==> config.mk <==
export PLATFORM = sky130hd
export DESIGN_NAME = websocket_frame_deframer_flat
export DESIGN_NICKNAME = d
export VERILOG_FILES = /design/src/rtl/wsd_pkg.sv /design/src/rtl/wsd_in_if.sv /design/src/rtl/wsd_out_if.sv /design/src/rtl/wsd_parser.sv /design/src/rtl/wsd_out_reg.sv /design/src/rtl/websocket_frame_deframer.sv /design/src/flat_wrapper.sv
export SDC_FILE = /design/constraint.sdc
export NUM_CORES = 1
export LEC_CHECK = 0
export ABC_AREA = 1
export ABC_CLOCK_PERIOD_IN_PS = 4200
export BUFFER_PORTS_ARGS = -buffer_cell sky130_fd_sc_hd__buf_2
export CAP_MARGIN = 20
export CORE_MARGIN = 2
export CORE_UTILIZATION = 60
export CTS_CLUSTER_DIAMETER = 150
export DETAILED_ROUTE_END_ITERATION = 7
export PLACE_DENSITY = 0.9
export RECOVER_POWER = 50
export SYNTH_ARGS = -nofsm -noshare
export SYNTH_HDL_FRONTEND = slang
export SYNTH_SLANG_ARGS = --single-unit
==> constraint.sdc <==
create_clock -name clk -period 4.2 [get_ports clk]
set_input_delay 0.84 -clock clk [delete_from_list [all_inputs] [get_ports clk]]
set_output_delay 0.84 -clock clk [all_outputs]
set_load 0.01 [all_outputs]
==> src/rtl/wsd_pkg.sv <==
// ----------------------------------------------------------------------------
// WebSocket deframer package
// Parse phases, event and error codes, opcodes and the result type.
// ----------------------------------------------------------------------------
package wsd_pkg;

  // Parse phases
  localparam logic [2:0] PH_HDR0    = 3'd0;
  localparam logic [2:0] PH_HDR1    = 3'd1;
  localparam logic [2:0] PH_EXTLEN  = 3'd2;
  localparam logic [2:0] PH_MASK    = 3'd3;
  localparam logic [2:0] PH_PAYLOAD = 3'd4;

  // Event kinds
  localparam logic [1:0] EV_BYTE  = 2'd0;
  localparam logic [1:0] EV_EMPTY = 2'd1;
  localparam logic [1:0] EV_CLOSE = 2'd2;
  localparam logic [1:0] EV_ERROR = 2'd3;

  // Error codes
  localparam logic [1:0] ERR_NONE    = 2'd0;
  localparam logic [1:0] ERR_RSV     = 2'd1;
  localparam logic [1:0] ERR_OPCODE  = 2'd2;
  localparam logic [1:0] ERR_TOO_BIG = 2'd3;

  // Frame opcodes
  localparam logic [3:0] OP_CONT  = 4'h0;
  localparam logic [3:0] OP_TEXT  = 4'h1;
  localparam logic [3:0] OP_BIN   = 4'h2;
  localparam logic [3:0] OP_CLOSE = 4'h8;
  localparam logic [3:0] OP_PING  = 4'h9;
  localparam logic [3:0] OP_PONG  = 4'hA;

  // 7-bit length codes that announce an extended length
  localparam logic [6:0] LEN7_EXT16 = 7'd126;
  localparam logic [6:0] LEN7_EXT64 = 7'd127;

  localparam logic [3:0] EXT16_BYTES = 4'd2;
  localparam logic [3:0] EXT64_BYTES = 4'd8;
  localparam logic [3:0] KEY_BYTES   = 4'd4;

  localparam logic [31:0] MAX_LEN_RESET = 32'd8388608;

  // One result item plus its valid flag
  typedef struct packed {
    logic        vld;
    logic [1:0]  event_kind;
    logic [7:0]  payload_byte;
    logic [3:0]  frame_opcode;
    logic        final_fragment;
    logic        last_of_frame;
    logic [31:0] frame_length;
    logic [1:0]  err_code;
  } res_t;

endpackage

==> src/rtl/wsd_in_if.sv <==
// ----------------------------------------------------------------------------
// WebSocket deframer input channel
// Valid/ready channel carrying one received byte per item.
// ----------------------------------------------------------------------------
interface wsd_in_if;
  logic       valid;
  logic       ready;
  logic [7:0] rx_byte;

  modport source (output valid, output rx_byte, input ready);
  modport sink   (input valid, input rx_byte, output ready);
  modport mon    (input valid, input rx_byte, input ready);
endinterface

==> src/rtl/wsd_out_if.sv <==
// ----------------------------------------------------------------------------
// WebSocket deframer result channel
// Valid/ready channel carrying one parser event per item.
// ----------------------------------------------------------------------------
interface wsd_out_if;
  logic        valid;
  logic        ready;
  logic [1:0]  event_kind;
  logic [7:0]  payload_byte;
  logic [3:0]  frame_opcode;
  logic        final_fragment;
  logic        last_of_frame;
  logic [31:0] frame_length;
  logic [1:0]  err_code;

  modport source (output valid, output event_kind, output payload_byte, output frame_opcode,
                  output final_fragment, output last_of_frame, output frame_length,
                  output err_code, input ready);
  modport sink   (input valid, input event_kind, input payload_byte, input frame_opcode,
                  input final_fragment, input last_of_frame, input frame_length,
                  input err_code, output ready);
  modport mon    (input valid, input event_kind, input payload_byte, input frame_opcode,
                  input final_fragment, input last_of_frame, input frame_length,
                  input err_code, input ready);
endinterface

==> src/rtl/wsd_parser.sv <==
// ----------------------------------------------------------------------------
// WebSocket deframer parser
// Frame header state machine, length check and payload unmasking; one byte
// per cycle when the result stage can advance.
// ----------------------------------------------------------------------------
module wsd_parser import wsd_pkg::*; (
  input  logic        clk,
  input  logic        rst_n,
  input  logic        proc,
  input  logic [7:0]  rx_byte,
  input  logic [31:0] max_len,
  output res_t        res
);

  logic [2:0]  phase_r,  phase_nxt;
  logic        fin_r,    fin_nxt;
  logic [2:0]  rsv_r,    rsv_nxt;
  logic [3:0]  opcode_r, opcode_nxt;
  logic        mask_r,   mask_nxt;
  logic [63:0] len_r,    len_nxt;
  logic [3:0]  left_r,   left_nxt;
  logic [31:0] key_r,    key_nxt;
  logic [31:0] pos_r,    pos_nxt;
  logic        halted_r, halted_nxt;

  logic        al_go;
  logic        hd_go;
  logic [63:0] len_cand;
  logic [31:0] pos_inc;
  logic        last;
  logic [7:0]  key_byte;

  // Select the key byte for the current payload position
  always_comb begin
    case (pos_r[1:0])
      2'd0:    key_byte = key_r[31:24];
      2'd1:    key_byte = key_r[23:16];
      2'd2:    key_byte = key_r[15:8];
      default: key_byte = key_r[7:0];
    endcase
  end

  // Payload length is below 2^32 here, so a 32-bit compare is exact
  assign pos_inc = pos_r + 32'd1;
  assign last    = (pos_inc >= len_r[31:0]);

  // Next state and result for one accepted byte
  always_comb begin
    phase_nxt  = phase_r;
    fin_nxt    = fin_r;
    rsv_nxt    = rsv_r;
    opcode_nxt = opcode_r;
    mask_nxt   = mask_r;
    len_nxt    = len_r;
    left_nxt   = left_r;
    key_nxt    = key_r;
    pos_nxt    = pos_r;
    halted_nxt = halted_r;
    al_go      = 1'b0;
    hd_go      = 1'b0;
    len_cand   = len_r;

    res                = '0;
    res.frame_opcode   = opcode_r;
    res.final_fragment = fin_r;

    if (proc && !halted_r) begin
      case (phase_r)
        PH_HDR0: begin
          fin_nxt    = rx_byte[7];
          rsv_nxt    = rx_byte[6:4];
          opcode_nxt = rx_byte[3:0];
          phase_nxt  = PH_HDR1;
        end
        PH_HDR1: begin
          mask_nxt = rx_byte[7];
          if (rsv_r != 3'd0) begin
            res.vld           = 1'b1;
            res.event_kind    = EV_ERROR;
            res.last_of_frame = 1'b1;
            res.err_code      = ERR_RSV;
            halted_nxt        = 1'b1;
          end else if (!(opcode_r inside {OP_CONT, OP_TEXT, OP_BIN,
                                          OP_CLOSE, OP_PING, OP_PONG})) begin
            res.vld           = 1'b1;
            res.event_kind    = EV_ERROR;
            res.last_of_frame = 1'b1;
            res.err_code      = ERR_OPCODE;
            halted_nxt        = 1'b1;
          end else if (rx_byte[6:0] == LEN7_EXT16 || rx_byte[6:0] == LEN7_EXT64) begin
            len_nxt   = '0;
            left_nxt  = (rx_byte[6:0] == LEN7_EXT16) ? EXT16_BYTES : EXT64_BYTES;
            phase_nxt = PH_EXTLEN;
          end else begin
            len_nxt  = {57'd0, rx_byte[6:0]};
            len_cand = len_nxt;
            al_go    = 1'b1;
          end
        end
        PH_EXTLEN: begin
          len_nxt  = {len_r[55:0], rx_byte};
          left_nxt = left_r - 4'd1;
          if (left_r == 4'd1) begin
            len_cand = len_nxt;
            al_go    = 1'b1;
          end
        end
        PH_MASK: begin
          key_nxt  = {key_r[23:0], rx_byte};
          left_nxt = left_r - 4'd1;
          if (left_r == 4'd1) begin
            hd_go = 1'b1;
          end
        end
        PH_PAYLOAD: begin
          pos_nxt = pos_inc;
          if (last) begin
            phase_nxt = PH_HDR0;
          end
          if (opcode_r == OP_CLOSE) begin
            // Swallow close payload, report the close on its last byte
            if (last) begin
              res.vld           = 1'b1;
              res.event_kind    = EV_CLOSE;
              res.last_of_frame = 1'b1;
              res.frame_length  = len_r[31:0];
              halted_nxt        = 1'b1;
            end
          end else begin
            res.vld           = 1'b1;
            res.event_kind    = EV_BYTE;
            res.payload_byte  = rx_byte ^ (mask_r ? key_byte : 8'd0);
            res.last_of_frame = last;
            res.frame_length  = len_r[31:0];
          end
        end
        default: begin
          phase_nxt = PH_HDR0;
        end
      endcase

      // Length known: go collect the mask key or finish the header
      if (al_go) begin
        key_nxt = '0;
        if (mask_nxt) begin
          phase_nxt = PH_MASK;
          left_nxt  = KEY_BYTES;
        end else begin
          hd_go = 1'b1;
        end
      end

      // Header complete: check length, then start payload or close out
      if (hd_go) begin
        if (len_cand[63:32] != 32'd0 || len_cand[31:0] > max_len) begin
          res.vld           = 1'b1;
          res.event_kind    = EV_ERROR;
          res.last_of_frame = 1'b1;
          res.err_code      = ERR_TOO_BIG;
          halted_nxt        = 1'b1;
        end else begin
          pos_nxt = '0;
          if (len_cand == 64'd0) begin
            phase_nxt         = PH_HDR0;
            res.vld           = 1'b1;
            res.last_of_frame = 1'b1;
            if (opcode_r == OP_CLOSE) begin
              res.event_kind = EV_CLOSE;
              halted_nxt     = 1'b1;
            end else begin
              res.event_kind = EV_EMPTY;
            end
          end else begin
            phase_nxt = PH_PAYLOAD;
          end
        end
      end
    end
  end

  // Hold parser state
  always_ff @(posedge clk) begin
    if (!rst_n) begin
      phase_r  <= PH_HDR0;
      fin_r    <= 1'b0;
      rsv_r    <= 3'd0;
      opcode_r <= 4'd0;
      mask_r   <= 1'b0;
      len_r    <= '0;
      left_r   <= 4'd0;
      key_r    <= '0;
      pos_r    <= '0;
      halted_r <= 1'b0;
    end else begin
      phase_r  <= phase_nxt;
      fin_r    <= fin_nxt;
      rsv_r    <= rsv_nxt;
      opcode_r <= opcode_nxt;
      mask_r   <= mask_nxt;
      len_r    <= len_nxt;
      left_r   <= left_nxt;
      key_r    <= key_nxt;
      pos_r    <= pos_nxt;
      halted_r <= halted_nxt;
    end
  end

endmodule

==> src/rtl/wsd_out_reg.sv <==
// ----------------------------------------------------------------------------
// WebSocket deframer result register
// Holds one result item for the output channel and tells the parser stage
// when it may advance.
// ----------------------------------------------------------------------------
module wsd_out_reg import wsd_pkg::*; (
  input  logic  clk,
  input  logic  rst_n,
  input  res_t  res,
  output logic  adv,
  wsd_out_if.source out_chan
);

  logic valid_r, valid_nxt;
  res_t data_r;

  // Advance when the register is empty or its item is taken now
  assign adv       = !valid_r || out_chan.ready;
  assign valid_nxt = adv ? res.vld : valid_r;

  always_ff @(posedge clk) begin
    if (!rst_n) begin
      valid_r <= 1'b0;
    end else begin
      valid_r <= valid_nxt;
    end
  end

  // Load payload on advance
  always_ff @(posedge clk) begin
    if (adv) begin
      data_r <= res;
    end
  end

  assign out_chan.valid          = valid_r;
  assign out_chan.event_kind     = data_r.event_kind;
  assign out_chan.payload_byte   = data_r.payload_byte;
  assign out_chan.frame_opcode   = data_r.frame_opcode;
  assign out_chan.final_fragment = data_r.final_fragment;
  assign out_chan.last_of_frame  = data_r.last_of_frame;
  assign out_chan.frame_length   = data_r.frame_length;
  assign out_chan.err_code       = data_r.err_code;

endmodule

==> src/rtl/websocket_frame_deframer.sv <==
// ----------------------------------------------------------------------------
// WebSocket frame deframer
// Parses a received byte stream into unmasked payload bytes, empty-frame,
// close and error events.
//
//   channel   | dir | handshake      | payload
//   ----------+-----+----------------+---------------------------------------
//   in_chan   | in  | valid/ready    | rx_byte
//   out_chan  | out | valid/ready    | event_kind .. err_code
//   cfg_*     | in  | cfg_wr_en only | max_payload_length (32 bits)
//
// One byte per cycle while the output register does not stall: input
// register, one pass of parser logic, result register; the result item of a
// byte shows on the output once the result register has taken it.
// The output register stalls the parser; the input register takes a new byte
// in the cycle the held one moves on. Synchronous active-low reset returns to
// the first header byte and sets the length limit to 8 MiB.
// After an error or close event all further bytes are taken and dropped.
// ----------------------------------------------------------------------------
module websocket_frame_deframer import wsd_pkg::*; (
  input  logic        clk,
  input  logic        rst_n,
  wsd_in_if.sink      in_chan,
  wsd_out_if.source   out_chan,
  input  logic        cfg_wr_en,
  input  logic [31:0] cfg_wr_data
);

  logic        in_valid_r;
  logic [7:0]  in_byte_r;
  logic [31:0] max_len_r;
  logic        adv;
  logic        proc;
  res_t        res;

  // Take a byte whenever the held one is gone or moves on
  assign in_chan.ready = !in_valid_r || adv;
  assign proc          = in_valid_r && adv;

  always_ff @(posedge clk) begin
    if (!rst_n) begin
      in_valid_r <= 1'b0;
    end else if (in_chan.ready) begin
      in_valid_r <= in_chan.valid;
    end
  end

  always_ff @(posedge clk) begin
    if (in_chan.ready && in_chan.valid) begin
      in_byte_r <= in_chan.rx_byte;
    end
  end

  // Length limit register
  always_ff @(posedge clk) begin
    if (!rst_n) begin
      max_len_r <= MAX_LEN_RESET;
    end else if (cfg_wr_en) begin
      max_len_r <= cfg_wr_data;
    end
  end

  wsd_parser u_parser (
    .clk     (clk),
    .rst_n   (rst_n),
    .proc    (proc),
    .rx_byte (in_byte_r),
    .max_len (max_len_r),
    .res     (res)
  );

  wsd_out_reg u_out_reg (
    .clk      (clk),
    .rst_n    (rst_n),
    .res      (res),
    .adv      (adv),
    .out_chan (out_chan)
  );

endmodule

==> src/flat_wrapper.sv <==
// flat-port wrapper written by rule: the top's interface ports become plain ports
module websocket_frame_deframer_flat import wsd_pkg::*;
  (clk, rst_n, cfg_wr_en, cfg_wr_data, in_chan_valid, in_chan_rx_byte, in_chan_ready, out_chan_valid, out_chan_event_kind, out_chan_payload_byte, out_chan_frame_opcode, out_chan_final_fragment, out_chan_last_of_frame, out_chan_frame_length, out_chan_err_code, out_chan_ready);
  wsd_in_if in_chan_i ();
  wsd_out_if out_chan_i ();
  input  logic clk;
  input  logic rst_n;
  input  logic cfg_wr_en;
  input  logic [31:0] cfg_wr_data;
  input wire logic [$bits(in_chan_i.valid)-1:0] in_chan_valid;
  input wire logic [$bits(in_chan_i.rx_byte)-1:0] in_chan_rx_byte;
  output wire logic [$bits(in_chan_i.ready)-1:0] in_chan_ready;
  output wire logic [$bits(out_chan_i.valid)-1:0] out_chan_valid;
  output wire logic [$bits(out_chan_i.event_kind)-1:0] out_chan_event_kind;
  output wire logic [$bits(out_chan_i.payload_byte)-1:0] out_chan_payload_byte;
  output wire logic [$bits(out_chan_i.frame_opcode)-1:0] out_chan_frame_opcode;
  output wire logic [$bits(out_chan_i.final_fragment)-1:0] out_chan_final_fragment;
  output wire logic [$bits(out_chan_i.last_of_frame)-1:0] out_chan_last_of_frame;
  output wire logic [$bits(out_chan_i.frame_length)-1:0] out_chan_frame_length;
  output wire logic [$bits(out_chan_i.err_code)-1:0] out_chan_err_code;
  input wire logic [$bits(out_chan_i.ready)-1:0] out_chan_ready;
  assign in_chan_i.valid = in_chan_valid;
  assign in_chan_i.rx_byte = in_chan_rx_byte;
  assign in_chan_ready = in_chan_i.ready;
  assign out_chan_valid = out_chan_i.valid;
  assign out_chan_event_kind = out_chan_i.event_kind;
  assign out_chan_payload_byte = out_chan_i.payload_byte;
  assign out_chan_frame_opcode = out_chan_i.frame_opcode;
  assign out_chan_final_fragment = out_chan_i.final_fragment;
  assign out_chan_last_of_frame = out_chan_i.last_of_frame;
  assign out_chan_frame_length = out_chan_i.frame_length;
  assign out_chan_err_code = out_chan_i.err_code;
  assign out_chan_i.ready = out_chan_ready;
  websocket_frame_deframer u_core (.clk(clk), .rst_n(rst_n), .in_chan(in_chan_i), .out_chan(out_chan_i), .cfg_wr_en(cfg_wr_en), .cfg_wr_data(cfg_wr_data));
endmodule
==> impl_summary.md <==
Critical path
The maximum fanout count along the critical path is 11. The number of cells traversed by the worst register-to-register path is 18. STA puts the critical path data arrival time at 4190 ps. STA classifies the critical path startpoint as a register. The category of the worst setup path capture point is a register. The startpoint of the worst register-to-register path is u_core.u_parser.pos_r[0]. The end of the worst register-to-register path is u_core.u_out_reg.out_chan.frame_length[9]. The critical path is of the register to register type. Data on the critical path is required at its endpoint by 4470 ps. The register-to-register path setup slack is 280 ps.

Routing
The first-iteration detailed-routing DRC count is 1751. Summed over all layers, the routed wires come to 38150 um. The count of nets left with antenna violations once routing finished came out at 0.

Detailed routing inserted a total of 12990 vias. In the final routed layout, each cell accounts on average for 17.71 um. Using the TritonRoute via totals, the vias-per-cell ratio works out to between 6 and 7. The DRC violation count after routing is 0.

The count of TritonRoute iterations in the first routing pass is 7.

STA
The number of failing hold endpoints at the final stage is 0. The final number of max-transition violations is 266. The relative slew slack is -98.73%. The post-route clock period utilization is 93.32%. The slew at the pin with the worst max-slew slack is 2981 ps. The final critical-path setup slack is 280.5 ps. The peak clock frequency supported by timing is approximately 0.26 GHz. Setup total negative slack on the finished layout was measured at 0 ps.

Setup repair after global routing left no endpoint under its margin. The clock skew after layout is 26.40 ps. The minimum clock period is 3919 ps. Setup violations remaining at the end of the flow were counted as 0.

Placed design
The half-perimeter wire length of the detailed placement result is 26790 um. The worst setup slack after placement is roughly 260 ps. The final estimated routing congestion in global placement is just under 1. The number of buffers added on ports is 96. The placed instance count is 2110.

Finish
Excluding fillers, the count of instances in the completed layout stands at about 2200. In the final layout, the multi-input gates occupy 0.006724 mm^2. The fraction of final layout cells with drive strength greater than 1 is 8.324%.

The synthesis-to-layout area growth is 10.57%. The final layout contains 1973 nets. Fill cells in the final layout number 1758. Once layout is complete, the utilization of the core stands at 67.53%.

The number of antenna diodes in the final layout is 0. Registers take about 0.0053 mm^2.

Yosys
The post-synthesis cell type count is between 50 and 60. The count of warnings emitted by yosys is 0. Summed over all instances, the cell type with the most area after synthesis is sky130_fd_sc_hd__dfxtp_1. After synthesis, the mean cell area works out to around 7.4 um^2. Sorting the synthesized cells by how often they occur yields sky130_fd_sc_hd__nand2_1 (324), sky130_fd_sc_hd__a21oi_1 (244), sky130_fd_sc_hd__inv_1 (212), sky130_fd_sc_hd__dfxtp_1 (179), sky130_fd_sc_hd__o21ai_0 (163). The post-synthesis instance total is around 1800. The top cell type's share of synthesized area is between 20% and 30%.

Counting flops with a built-in enable in the synthesized netlist gives 58. Counting flops and latches in the post-synthesis netlist gives ~240. The number of nets handed over by synthesis was 1918. In the post-synthesis netlist, the biggest area contributors are sky130_fd_sc_hd__dfxtp_1 (27%), sky130_fd_sc_hd__edfxtp_1 (13%), sky130_fd_sc_hd__a21oi_1 (9.2%). Summing the sequential cell areas from Yosys gives 39.95% of the chip area. The flip-flop cell with the highest count after synthesis is sky130_fd_sc_hd__dfxtp_1. For this run, asynchronously set or reset flops after synthesis account for 0%. The cell area that synthesis handed to floorplanning was 0.01333 mm^2. In the post-synthesis netlist, the cell with the most instances is sky130_fd_sc_hd__nand2_1.

Min path
The worst hold path class is register to register. The hold path startpoint is u_core.u_parser.opcode_r[3]. Along the worst hold path, the cell count comes to 0. The worst hold path terminates at u_core.u_out_reg.out_chan.frame_opcode[3].

Clocking
Buffers added to address setup during post-CTS repair amount to 0. The clock tree root driver cell is sky130_fd_sc_hd__clkbuf_16. In this run the deepest clock path goes through 3 buffers. The number of buffers created by CTS is 24. The register clock-pin slew on the reported worst setup and hold paths is 70 ps. The TritonCTS sink count is roughly 240. The clock insertion delay at the later pin of the skew report is 550 ps. The CTS tree is yes. In this run the number of H-tree levels came out at 1. The number of buffers inserted by hold repair at cts is 0.

Job
The tool flagged a number of max-cap violations equal to 5.

Floorplanning
The die is 153.0 um wide. The top-level I/O count is 97. Measured along the y axis, the die boundary spans 153.0 um. The row count is 54. Once the floorplan was initialized, standard cells occupied 61.07% of the core. The placeable core region is between 0.02 and 0.025 mm^2. The overall die area is 0.02342 mm^2.

Status
The run finished, with violations left. The checks that failed: capacitance limit, slew limit.

Global routing
The pin count of the biggest net entering global routing is a little under 90. The number of global-route vias before repair is ~12000. The first global-routing pass estimated 60420 um of wire. The initial antenna violation count is 1.

The total congestion overflow is 0. Global routing consumed, over all layers together, 31.15% of the routing resources.

Pwr
The static leakage is 0.006457 uW. Across the VDD grid, the largest voltage drop is 286.9 uV. Power spread over the standard cell area amounts to 385.1 mW/mm^2.
==> worst max-delay path, stage by stage, from the launching register on <==
cell	delay (ps)
sky130_fd_sc_hd__dfxtp_4	400
sky130_fd_sc_hd__ha_1	210
sky130_fd_sc_hd__nand3_1	90
sky130_fd_sc_hd__inv_1	90
sky130_fd_sc_hd__nand3_1	140
sky130_fd_sc_hd__nor3_1	380
sky130_fd_sc_hd__inv_1	100
sky130_fd_sc_hd__nor4_1	340
sky130_fd_sc_hd__nand2_1	120
sky130_fd_sc_hd__xnor2_1	270
sky130_fd_sc_hd__ha_1	280
sky130_fd_sc_hd__nand2_1	60
sky130_fd_sc_hd__nor2_1	50
sky130_fd_sc_hd__a21oi_1	140
sky130_fd_sc_hd__o21a_1	230
sky130_fd_sc_hd__nand3_2	170
sky130_fd_sc_hd__o21ai_4	290
sky130_fd_sc_hd__buf_6	200
sky130_fd_sc_hd__nor2_1	70
==> metal layers <==
metal  GRT usage [%]  vias to the layer above  routed length [um]
li1                -                     6156                   -
met1           43.47                     5884               15840
met2           48.55                      799               16760
met3           6.067                      146                4191
met4           10.80                        2                1349
met5               0                        -                   7
==> area by class of cell <==
class,count,share of cell area [%]
Clock inverter,9,1.078
Timing Repair Buffer,122,4.126
Inverter,222,5.672
Multi-Input combinational cell,1250,45.63
Sequential cell,237,36.17
Clock buffer,34,4.950
Tap cell,280,2.377
==> metrics by stage <==
stage	instance area [um^2]	total power, uW	hold slack (ps)
2_1_floorplan	13330	3091	403.0
3_3_place_gp	13890	3301	422.6
3_5_place_dp	13890	3325	435.4
4_1_cts	14780	5665	443.2
5_1_grt	14740	5874	464.8
6_report	14740	5676	443.7
==> power by group <==
group          leakage [uW]  switching (uW)  internal, uW
sequential          0.00215            72.6          2430
clock              0.000436             912          1450
combinational       0.00387             551           255
==> state kept, by name (all words and copies together) (netlist names), 2 cells and up <==
signal,flops
u_core.u_parser.left_r,4
u_core.u_out_reg.out_chan.frame_opcode,4
u_core.u_parser.opcode_r,4
u_core.u_out_reg.out_chan.err_code,2
u_core.u_parser.pos_r,32
u_core.u_parser.key_r,32
u_core.max_len_r,32
u_core.u_out_reg.out_chan.payload_byte,8
u_core.u_out_reg.out_chan.frame_length,32
u_core.in_byte_r,8
u_core.u_parser.len_r,64
u_core.u_parser.phase_r,3
u_core.u_out_reg.out_chan.event_kind,2
u_core.u_parser.rsv_r,3
==> timing repair <==
action                                 in CTS  in global routing
setup endpoints to repair                   0                 34
endpoints found under the hold margin       0                  0
resized for setup                           0                 12
==> worst max path at each step <==
stage / start / to / slack [ps]
2_1_floorplan: u_core.u_parser.pos_r[0] / u_core.u_out_reg.out_chan.frame_length[10] / 740
3_3_place_gp: u_core.u_parser.pos_r[0] / u_core.u_out_reg.out_chan.frame_length[13] / 280
3_5_place_dp: u_core.u_parser.pos_r[0] / u_core.u_out_reg.out_chan.frame_length[25] / 260
4_1_cts: u_core.u_parser.pos_r[0] / u_core.u_out_reg.out_chan.frame_length[23] / 190
5_1_grt: u_core.u_parser.pos_r[1] / u_core.u_out_reg.out_chan.frame_length[9] / 10
6_report: u_core.u_parser.pos_r[0] / u_core.u_out_reg.out_chan.frame_length[9] / 280
==> placed cells by master, fill, tap and decap left out, types with 3 or more instances in the layout <==
master,n
sky130_fd_sc_hd__buf_2,44
sky130_fd_sc_hd__clkbuf_8,7
sky130_fd_sc_hd__nand3_1,102
sky130_fd_sc_hd__inv_2,4
sky130_fd_sc_hd__nor2_4,4
sky130_fd_sc_hd__nand3_2,4
sky130_fd_sc_hd__nand2_2,4
sky130_fd_sc_hd__a31o_2,8
sky130_fd_sc_hd__nor3_1,16
sky130_fd_sc_hd__xor2_1,28
sky130_fd_sc_hd__nand4_1,20
sky130_fd_sc_hd__bufinv_16,4
sky130_fd_sc_hd__buf_6,3
sky130_fd_sc_hd__edfxtp_1,58
sky130_fd_sc_hd__dfxtp_1,177
sky130_fd_sc_hd__o22ai_1,13
sky130_fd_sc_hd__buf_4,19
sky130_fd_sc_hd__o21ai_0,163
sky130_fd_sc_hd__inv_1,215
sky130_fd_sc_hd__clkbuf_16,25
sky130_fd_sc_hd__clkbuf_1,57
sky130_fd_sc_hd__nor2_2,7
sky130_fd_sc_hd__o211ai_1,10
sky130_fd_sc_hd__nand2_1,323
sky130_fd_sc_hd__a21oi_1,244
sky130_fd_sc_hd__nor2_1,154
sky130_fd_sc_hd__clkinv_2,3
sky130_fd_sc_hd__a211oi_1,21
sky130_fd_sc_hd__o21a_1,9
sky130_fd_sc_hd__ha_1,71
sky130_fd_sc_hd__a22oi_1,13
sky130_fd_sc_hd__nor4_1,5
==> cell families after synthesis <==
family                     Yosys count  synth area share (%)
and+or+nand+nor                    652                 21.32
AOI/OAI and AO/OA                  498                 20.40
buffers and inverters              315                 9.754
DFF                                237                 39.95
adders and majority gates           71                 6.665
xor gates and xnor gates            29                 1.906
(Power assumes the default switching activity.)
